`config.mk`:
```
export PLATFORM = sky130hd
export DESIGN_NAME = nsc_tracker
export DESIGN_NICKNAME = d
export VERILOG_FILES = /design/src/nsc_pkg.sv /design/src/nsc_tracker.sv
export SDC_FILE = /design/constraint.sdc
export NUM_CORES = 1
export LEC_CHECK = 0
export ABC_CLOCK_PERIOD_IN_PS = 1500
export BUFFER_PORTS_ARGS = -buffer_cell sky130_fd_sc_hd__buf_2
export CAP_MARGIN = 0
export CORE_MARGIN = 5
export CORE_UTILIZATION = 30
export CTS_BUF_LIST = sky130_fd_sc_hd__clkbuf_8
export CTS_CLUSTER_DIAMETER = 200
export DETAILED_ROUTE_END_ITERATION = 10
export PLACE_DENSITY_LB_ADDON = 0.2
export REMOVE_ABC_BUFFERS = 1
export SLEW_MARGIN = 20
export SYNTH_ARGS = -nofsm -noshare
export SYNTH_HDL_FRONTEND = slang
export SYNTH_SLANG_ARGS = --single-unit
export TNS_END_PERCENT = 20
```
`constraint.sdc`:
```
create_clock -name clk_i -period 1.5 [get_ports clk_i]
set_input_delay 0.3 -clock clk_i [delete_from_list [all_inputs] [get_ports clk_i]]
set_output_delay 0.3 -clock clk_i [all_outputs]
set_load 0.02 [all_outputs]
```
`src/nsc_pkg.sv`:
```
`timescale 1ns / 1ps

package nsc_pkg;

  // framing characters
  localparam logic [7:0] ChDollar = 8'h24;
  localparam logic [7:0] ChStar   = 8'h2A;
  localparam logic [7:0] ChCr     = 8'h0D;

  // five-byte talker and type patterns, newest byte in the low bits
  localparam logic [39:0] WinGga = 40'h47_50_47_47_41;
  localparam logic [39:0] WinRmc = 40'h47_50_52_4D_43;

  // sentence classification codes
  typedef enum logic [1:0] {
    KindGga     = 2'd0,
    KindRmc     = 2'd1,
    KindUnknown = 2'd2,
    KindCsumErr = 2'd3
  } kind_e;

  // one result word
  typedef struct packed {
    kind_e      kind;
    logic [7:0] computed_sum;
    logic [7:0] received_sum;
  } res_t;

  // hex digit decode: is_hex flag and nibble value
  typedef struct packed {
    logic       is_hex;
    logic [3:0] value;
  } hex_t;

  function automatic hex_t hex_decode(input logic [7:0] c);
    hex_t h;
    h.is_hex = 1'b1;
    h.value  = 4'd0;
    if (c >= 8'h30 && c <= 8'h39) begin
      h.value = 4'(c - 8'h30);
    end else if (c >= 8'h41 && c <= 8'h46) begin
      h.value = 4'(c - 8'h41 + 8'd10);
    end else if (c >= 8'h61 && c <= 8'h66) begin
      h.value = 4'(c - 8'h61 + 8'd10);
    end else begin
      h.is_hex = 1'b0;
    end
    return h;
  endfunction

endpackage

```
`src/nsc_tracker.sv`:
```
`timescale 1ns / 1ps

module nsc_tracker (
  input  logic          clk_i,
  input  logic          rst_ni,
  input  logic          en_i,
  input  logic [7:0]    byte_i,
  output logic          emit_o,
  output nsc_pkg::res_t res_o
);

  logic        in_sentence_q, in_sentence_d;
  logic        star_seen_q, star_seen_d;
  logic        hex_done_q, hex_done_d;
  logic [7:0]  xor_q, xor_d;
  logic [7:0]  parsed_q, parsed_d;
  logic [39:0] win_q, win_d;
  logic        gga_q, gga_d;
  logic        rmc_q, rmc_d;
  nsc_pkg::hex_t hex;

  assign hex = nsc_pkg::hex_decode(byte_i);

  // a carriage return closes an open sentence with one result word
  assign emit_o = in_sentence_q && (byte_i == nsc_pkg::ChCr);

  // classification of the closing sentence
  always_comb begin
    if (!star_seen_q || (xor_q != parsed_q)) begin
      res_o.kind = nsc_pkg::KindCsumErr;
    end else if (gga_q) begin
      res_o.kind = nsc_pkg::KindGga;
    end else if (rmc_q) begin
      res_o.kind = nsc_pkg::KindRmc;
    end else begin
      res_o.kind = nsc_pkg::KindUnknown;
    end
    res_o.computed_sum = xor_q;
    res_o.received_sum = parsed_q;
  end

  // per-byte tracking update
  always_comb begin
    in_sentence_d = in_sentence_q;
    star_seen_d   = star_seen_q;
    hex_done_d    = hex_done_q;
    xor_d         = xor_q;
    parsed_d      = parsed_q;
    win_d         = win_q;
    gga_d         = gga_q;
    rmc_d         = rmc_q;
    if (en_i) begin
      if (byte_i == nsc_pkg::ChDollar) begin
        in_sentence_d = 1'b1;
        star_seen_d   = 1'b0;
        hex_done_d    = 1'b0;
        xor_d         = 8'd0;
        parsed_d      = 8'd0;
        win_d         = 40'd0;
        gga_d         = 1'b0;
        rmc_d         = 1'b0;
      end else if (emit_o) begin
        in_sentence_d = 1'b0;
      end else if (in_sentence_q) begin
        if (!star_seen_q) begin
          if (byte_i == nsc_pkg::ChStar) begin
            star_seen_d = 1'b1;
          end else begin
            xor_d = xor_q ^ byte_i;
          end
        end else if (!hex_done_q) begin
          if (hex.is_hex) begin
            parsed_d = {parsed_q[3:0], hex.value};
          end else begin
            hex_done_d = 1'b1;
          end
        end
        win_d = {win_q[31:0], byte_i};
        if (win_d == nsc_pkg::WinGga) gga_d = 1'b1;
        if (win_d == nsc_pkg::WinRmc) rmc_d = 1'b1;
      end
    end
  end

  always_ff @(posedge clk_i or negedge rst_ni) begin
    if (!rst_ni) begin
      in_sentence_q <= 1'b0;
      star_seen_q   <= 1'b0;
      hex_done_q    <= 1'b0;
      xor_q         <= 8'd0;
      parsed_q      <= 8'd0;
      win_q         <= 40'd0;
      gga_q         <= 1'b0;
      rmc_q         <= 1'b0;
    end else begin
      in_sentence_q <= in_sentence_d;
      star_seen_q   <= star_seen_d;
      hex_done_q    <= hex_done_d;
      xor_q         <= xor_d;
      parsed_q      <= parsed_d;
      win_q         <= win_d;
      gga_q         <= gga_d;
      rmc_q         <= rmc_d;
    end
  end

  // a dollar always restarts with clean tracking
  assert property (@(posedge clk_i) disable iff (!rst_ni)
    (en_i && byte_i == nsc_pkg::ChDollar) |=>
      (in_sentence_q && !star_seen_q && xor_q == 8'd0 && parsed_q == 8'd0))
    else $error("dollar did not restart tracking");

  // hex parsing only ends after a star
  assert property (@(posedge clk_i) disable iff (!rst_ni)
    hex_done_q |-> star_seen_q)
    else $error("hex parsing ended without a star");

  // the checksum only moves while the star is unseen
  assert property (@(posedge clk_i) disable iff (!rst_ni)
    (star_seen_q && !(en_i && byte_i == nsc_pkg::ChDollar)) |=> $stable(xor_q))
    else $error("running sum changed after star");

endmodule
```
**After elaboration in Yosys (flattened, before gate mapping)**

Index checks and enable logic that the tools add are counted.

- Input port bits: 11
- Latch bits: 0
- Bits in registers: 53
- Memory bits (read-only): 0
- Memories kept: 0
- Logic and storage cells: 93
- RAM bits: 0
- Output and inout bits: 19

- $lt $le $gt $ge: 6
- Reductions and logical operators: 19
- Bitwise gates (word level): 1
- $mul: 0
- Shift operators: 0
- Div/mod/pow operators: 0
- $add $sub $neg: 5
- Multiplexer cells: 44
- Equal/unequal tests: 10

Operator list:

| operator | count |
|---|---|
| $mux W32 | 3 |
| $mux W8 | 11 |
| $eq A40 B39 Y1 const B | 2 |
| $mux W1 | 24 |
| $eq A8 B6 Y1 const B | 2 |
| $ge A8 B7 Y1 const B | 2 |
| $le A8 B7 Y1 const B | 2 |
| $mux W4 | 3 |
| $reduce_and A4 Y1 | 3 |
| $reduce_bool A2 Y1 | 6 |
| $sub A4 B1 Y4 const B | 3 |
| $add A4 B4 Y4 const B | 2 |
| $eq A8 B4 Y1 const B | 1 |
| $ge A8 B6 Y1 const B | 1 |
| $le A8 B6 Y1 const B | 1 |
| $ne A8 B8 Y1 | 1 |
| $xor A8 B8 Y8 | 1 |
| $mux W2 | 3 |
| $ne A2 B1 Y1 const B | 3 |
| $reduce_and A6 Y1 | 1 |
| $reduce_and A5 Y1 | 1 |
| $logic_and A1 B1 Y1 | 4 |
| $reduce_and A3 Y1 | 1 |
| $ne A2 B2 Y1 const B | 1 |
| 3 further kinds | 3 |

**Longest topological paths before layout**

- Depth in word-level cells: 11
- Mapped depth: 9
- Mapped depth without buffers: 7

**Worst setup path before layout**

OpenSTA, ideal clock, no wires.

- Kind: in2reg
- Start: input port byte_i[1]
- End: register parsed_q[1]
- Path slack: -475 ps
- Cell stages on the path: 9
- Data arrival time: 1850 ps
- Buffers on the path: 2
- Cells stage by stage: inv_1 -> ha_1 -> or4b_1 -> and3_1 -> buf_6 -> o211a_4 -> buf_2 -> nor3_1 -> a21oi_1

- Word-level cells in the longest chain between the ends: 11

RTL lines:

| what | line | RTL |
|---|---|---|
| from (decl) | nsc_tracker.sv:7 | `input logic [7:0] byte_i,` |
| $sub A4 B1 Y4, or another cell as far along | nsc_pkg.sv:42, nsc_pkg.sv:44 |  |
| $add A4 B4 Y4 or $logic_and A1 B1 Y1 (tied branches) | nsc_pkg.sv:42, nsc_pkg.sv:44, nsc_pkg.sv:43 |  |
| $mux W4 | nsc_pkg.sv:43 | `end else if (c >= 8'h61 && c <= 8'h66) begin` |
| $mux W4 | nsc_pkg.sv:41 | `end else if (c >= 8'h41 && c <= 8'h46) begin` |
| $mux W4 | nsc_pkg.sv:39 | `if (c >= 8'h30 && c <= 8'h39) begin` |
| $mux W8 | nsc_tracker.sv:72 | `if (hex.is_hex) begin` |
| $mux W8 | nsc_tracker.sv:71 | `end else if (!hex_done_q) begin` |
| $mux W8 | nsc_tracker.sv:65 | `if (!star_seen_q) begin` |
| $mux W8 | nsc_tracker.sv:64 | `end else if (in_sentence_q) begin` |
| $mux W8 | nsc_tracker.sv:62 | `end else if (emit_o) begin` |
| $mux W8 | nsc_tracker.sv:53 | `if (byte_i == nsc_pkg::ChDollar) begin` |
| to (signal assigned) | nsc_tracker.sv:100 | `parsed_q <= parsed_d;` |
| to (decl) | nsc_tracker.sv:16 | `logic [7:0] parsed_q, parsed_d;` |

Several ways; a longest one is shown, not always the timed one. The select of a mux whose other input is x is not followed.
A chain may end at the register's enable or synchronous reset.

==> results.md <==
- WL/cell: 16.3 um
- Number of I/O port buffers: 29
- Top cells by area, synth: dfrtp_1 (52%), a22o_1 (10%), nand2_1 (4.6%)
- DR iter-0 viols: 89
- Largest net degree at the start of global routing: 30
- CP Class: reg -> out
- Worst-Skew Late Latency: 0.31 ns
- Placed Cells: 421
- Critical path's slowest cell: dfrtp_1
- Hold Path Class: in -> reg
- Die ar.: 10,400 sq um
- Gr usage total: 0.144
- Max IR drop VDD: 410 uV
- CP Cell Sequence: xnor2_1 -> nand4_1 -> nor4_2 -> buf_4 -> o21ai_2 -> buf_6
- Failing checks: negative setup slack
- CTS sink count: 53
- Final Cycle Share: 1.34
- Total wire length: 7.16 mm
- RSZ-0062 raised after global routing: yes
- Final Worst Setup Slack: -0.511 ns
- Sequential cell area fraction in the yosys report: 0.523
- Post-synth cell types: 44
- Clock tree buffer depth: 2
- Synthesized area per cell: 10.7 sq um
- YS warnings: 0
- Gr busiest metal: met2
- Overall Power: 3800 uW
- Arrival time worst endpoint: 1.71 ns
- Worst-path maximum fanout: 2
- # DRC: 0
- Slew @ Worst Pin: 0.380 ns
- Detail Placement HPWL: 5.35 mm
- Fill count: 787
- Share of cells above drive strength 1: 0.438
- Synth area leader: dfrtp_1
- Post-route ant nets: 0
- IO Pins: 30
- First-pass GRT wire length: 11.7 mm
- Met2 Track Usage GR: 0.236
- Fin. Hold Viols: 0
- Cell Pwr Density: 1040 nW/um^2
- Final Slew Violations: 0
- CP bufs+invs: 2
- M1 GR Usage: 0.185
- Share of the synthesized area in the top cell type: 0.523
- Chip height: 102 um
- ANT cells: 0
- Grt ovf: 0
- Max-cap viol count: 0
- GP Congestion: 0.838
- Vias in the first global route: 2,377
- Row count: 33
- Net count reported at finish: 347
- Post-Syn Instances: 236
- Mapped Area: 2530 sq um
- CTS H-Tree Depth: 2
- Via Count: 2,210
- CTS tree: yes
- CP Data Required Time: 1.20 ns
- Run status: complete, but fails checks
- Antenna violations before repair: 0
- Main flop type after synthesis: dfrtp_1
- Die width: 102 um
- Count leader, synth: dfrtp_1
- # setup viols final: 11
- CP delay by family, top: simple AND/OR/NAND/NOR gates
- Yosys reg bits: 53
- Initial core utilization: 0.308
- Critical Path Start Type: flip-flop
- Number of flops mapped to enable cells by yosys: 0
- Met3 Usage GRT: 0.0389
- Slew HR: 0.747
- Final cell count without fillers: 438
- Critical Path End Type: primary output
- CP max stage delay: 0.42 ns
- Core area: 8220 sq um
- Clk pin slew, worst setup/hold paths: 0.10 ns
- Top post-synthesis cells by count: dfrtp_1 (53), nand2_1 (31), a22o_1 (29), nor2_1 (10), nand3_1 (8)
- Initial DRT Pass Iterations: 4
- Root Driver: clkbuf_8
- Min Tclk post-route: 2.01 ns
- Synth-to-layout area growth: 44.0%
- Async S/R FF share, synth: 1.00
- Leakage Power: 0.00179 uW
- CTS buffer count: 5
- Peak Freq: 0.497 GHz
- Vias per inst: 5.05
- Layout Skew: 0.00276 ns
==> power breakdown <==
group / total (uW) / internal [uW] / switching [uW] / leakage, uW
clock network: 820 / 328 / 493 / 0.0000497
logic: 1070 / 586 / 486 / 0.00103
registers: 1910 / 1690 / 220 / 0.000705
total: 3800 / 2600 / 1200 / 0.00179
==> area by class of cell <==
| type | instances | area, sq um | share of cell area |
|---|---|---|---|
| Clock buffer | 5 | 68.8 | 0.0189 |
| Clock inverter | 3 | 17.5 | 0.00480 |
| Inverter | 7 | 36.3 | 0.00994 |
| Multi-Input combinational cell | 164 | 1270 | 0.348 |
| Sequential cell | 53 | 1330 | 0.363 |
| Tap cell | 105 | 131 | 0.0360 |
| Timing Repair Buffer | 101 | 801 | 0.219 |
==> flip-flops by register name (all words and copies together) (netlist names) <==
name / count
in_sentence_q: 1
win_q: 32
star_seen_q: 1
hex_done_q: 1
parsed_q: 8
xor_q: 8
rmc_q: 1
gga_q: 1
==> worst register-to-register path: stages, from the launching register on <==
cell and delay [ns]:
dfrtp_1 0.40, nor4b_2 0.28, buf_4 0.15, nand4_1 0.10
nor3_2 0.19, nand4_1 0.13, a21oi_1 0.16
==> stage by stage <==
stage	worst slack, ns	setup TNS [ns]	hold WS, ns	util	instance area (sq um)
2_1_floorplan	-1.10	-40.75	0.00441	-	2460
3_3_place_gp	-0.512	-20.72	0.242	0.399	3280
3_5_place_dp	-0.575	-21.66	0.242	0.399	3280
4_1_cts	-0.523	-1.67	0.297	0.430	3540
5_1_grt	-0.639	-2.31	0.325	0.444	3650
6_report	-0.511	-1.59	0.308	0.444	3650
==> cell families (layout without fill, tap and decap cells) <==
logic type | after synthesis | after routing | share of synthesized area
mux | 3 | 3 | 0.0123
flops | 53 | 53 | 0.523
xor+xnor | 12 | 12 | 0.0415
fa+ha+maj | 4 | 4 | 0.0198
buf+inv | 19 | 116 | 0.0375
compound gates | 59 | 59 | 0.182
simple gates | 86 | 86 | 0.184
==> final timing paths <==
kind / slack (ns) / end / startpoint / depth (start not counted)
max in group asynchronous: 0.57 / parsed_q[6] / rst_ni / 3
max: -0.51 / res_o[16] / parsed_q[1] / 6
min: 0.31 / in_sentence_q / en_i / 4
min reg2reg: 0.52 / win_q[26] / win_q[26] / 1
max reg2reg: 0.03 / rmc_q / win_q[17] / 6
min in group asynchronous: 0.44 / win_q[16] / rst_ni / 2
==> layout by cell type, fill, tap and decap left out, types with 3 or more instances in the layout <==
| cell type | synthesis | routed |
|---|---|---|
| nand3_1 | 8 | 7 |
| clkbuf_8 | 0 | 5 |
| nor2_1 | 10 | 9 |
| a22o_1 | 29 | 29 |
| buf_2 | 7 | 24 |
| dfrtp_1 | 53 | 53 |
| a21oi_1 | 7 | 3 |
| nand4_1 | 6 | 6 |
| inv_6 | 0 | 3 |
| nor3_2 | 0 | 4 |
| xor2_1 | 5 | 5 |
| xnor2_1 | 7 | 7 |
| o21ai_1 | 1 | 4 |
| inv_1 | 7 | 5 |
| nand2_1 | 31 | 28 |
| nor4b_1 | 5 | 4 |
| buf_6 | 2 | 6 |
| o21ai_2 | 0 | 3 |
| buf_12 | 0 | 5 |
| a21oi_2 | 0 | 3 |
| nor3_1 | 7 | 3 |
| buf_4 | 0 | 63 |
==> routing by layer <==
metal | routed length, um | vias to the layer above
met1 | 3190 | 1082
met2 | 3460 | 56
met5 | 0 | -
met4 | 138 | 0
li1 | - | 1056
met3 | 366 | 16
==> repair_timing <==
item                                    in CTS  in global routing
hold endpoints to repair                    11                  0
pin swaps                                    7                 16
resized for setup                           35                 28
endpoints found under the setup margin      52                 53
hold buffers                                 1                  0
gates cloned                                 0                  0
buffers inserted                             6                  2
No activity file was read; power rests on OpenSTA's default activity.
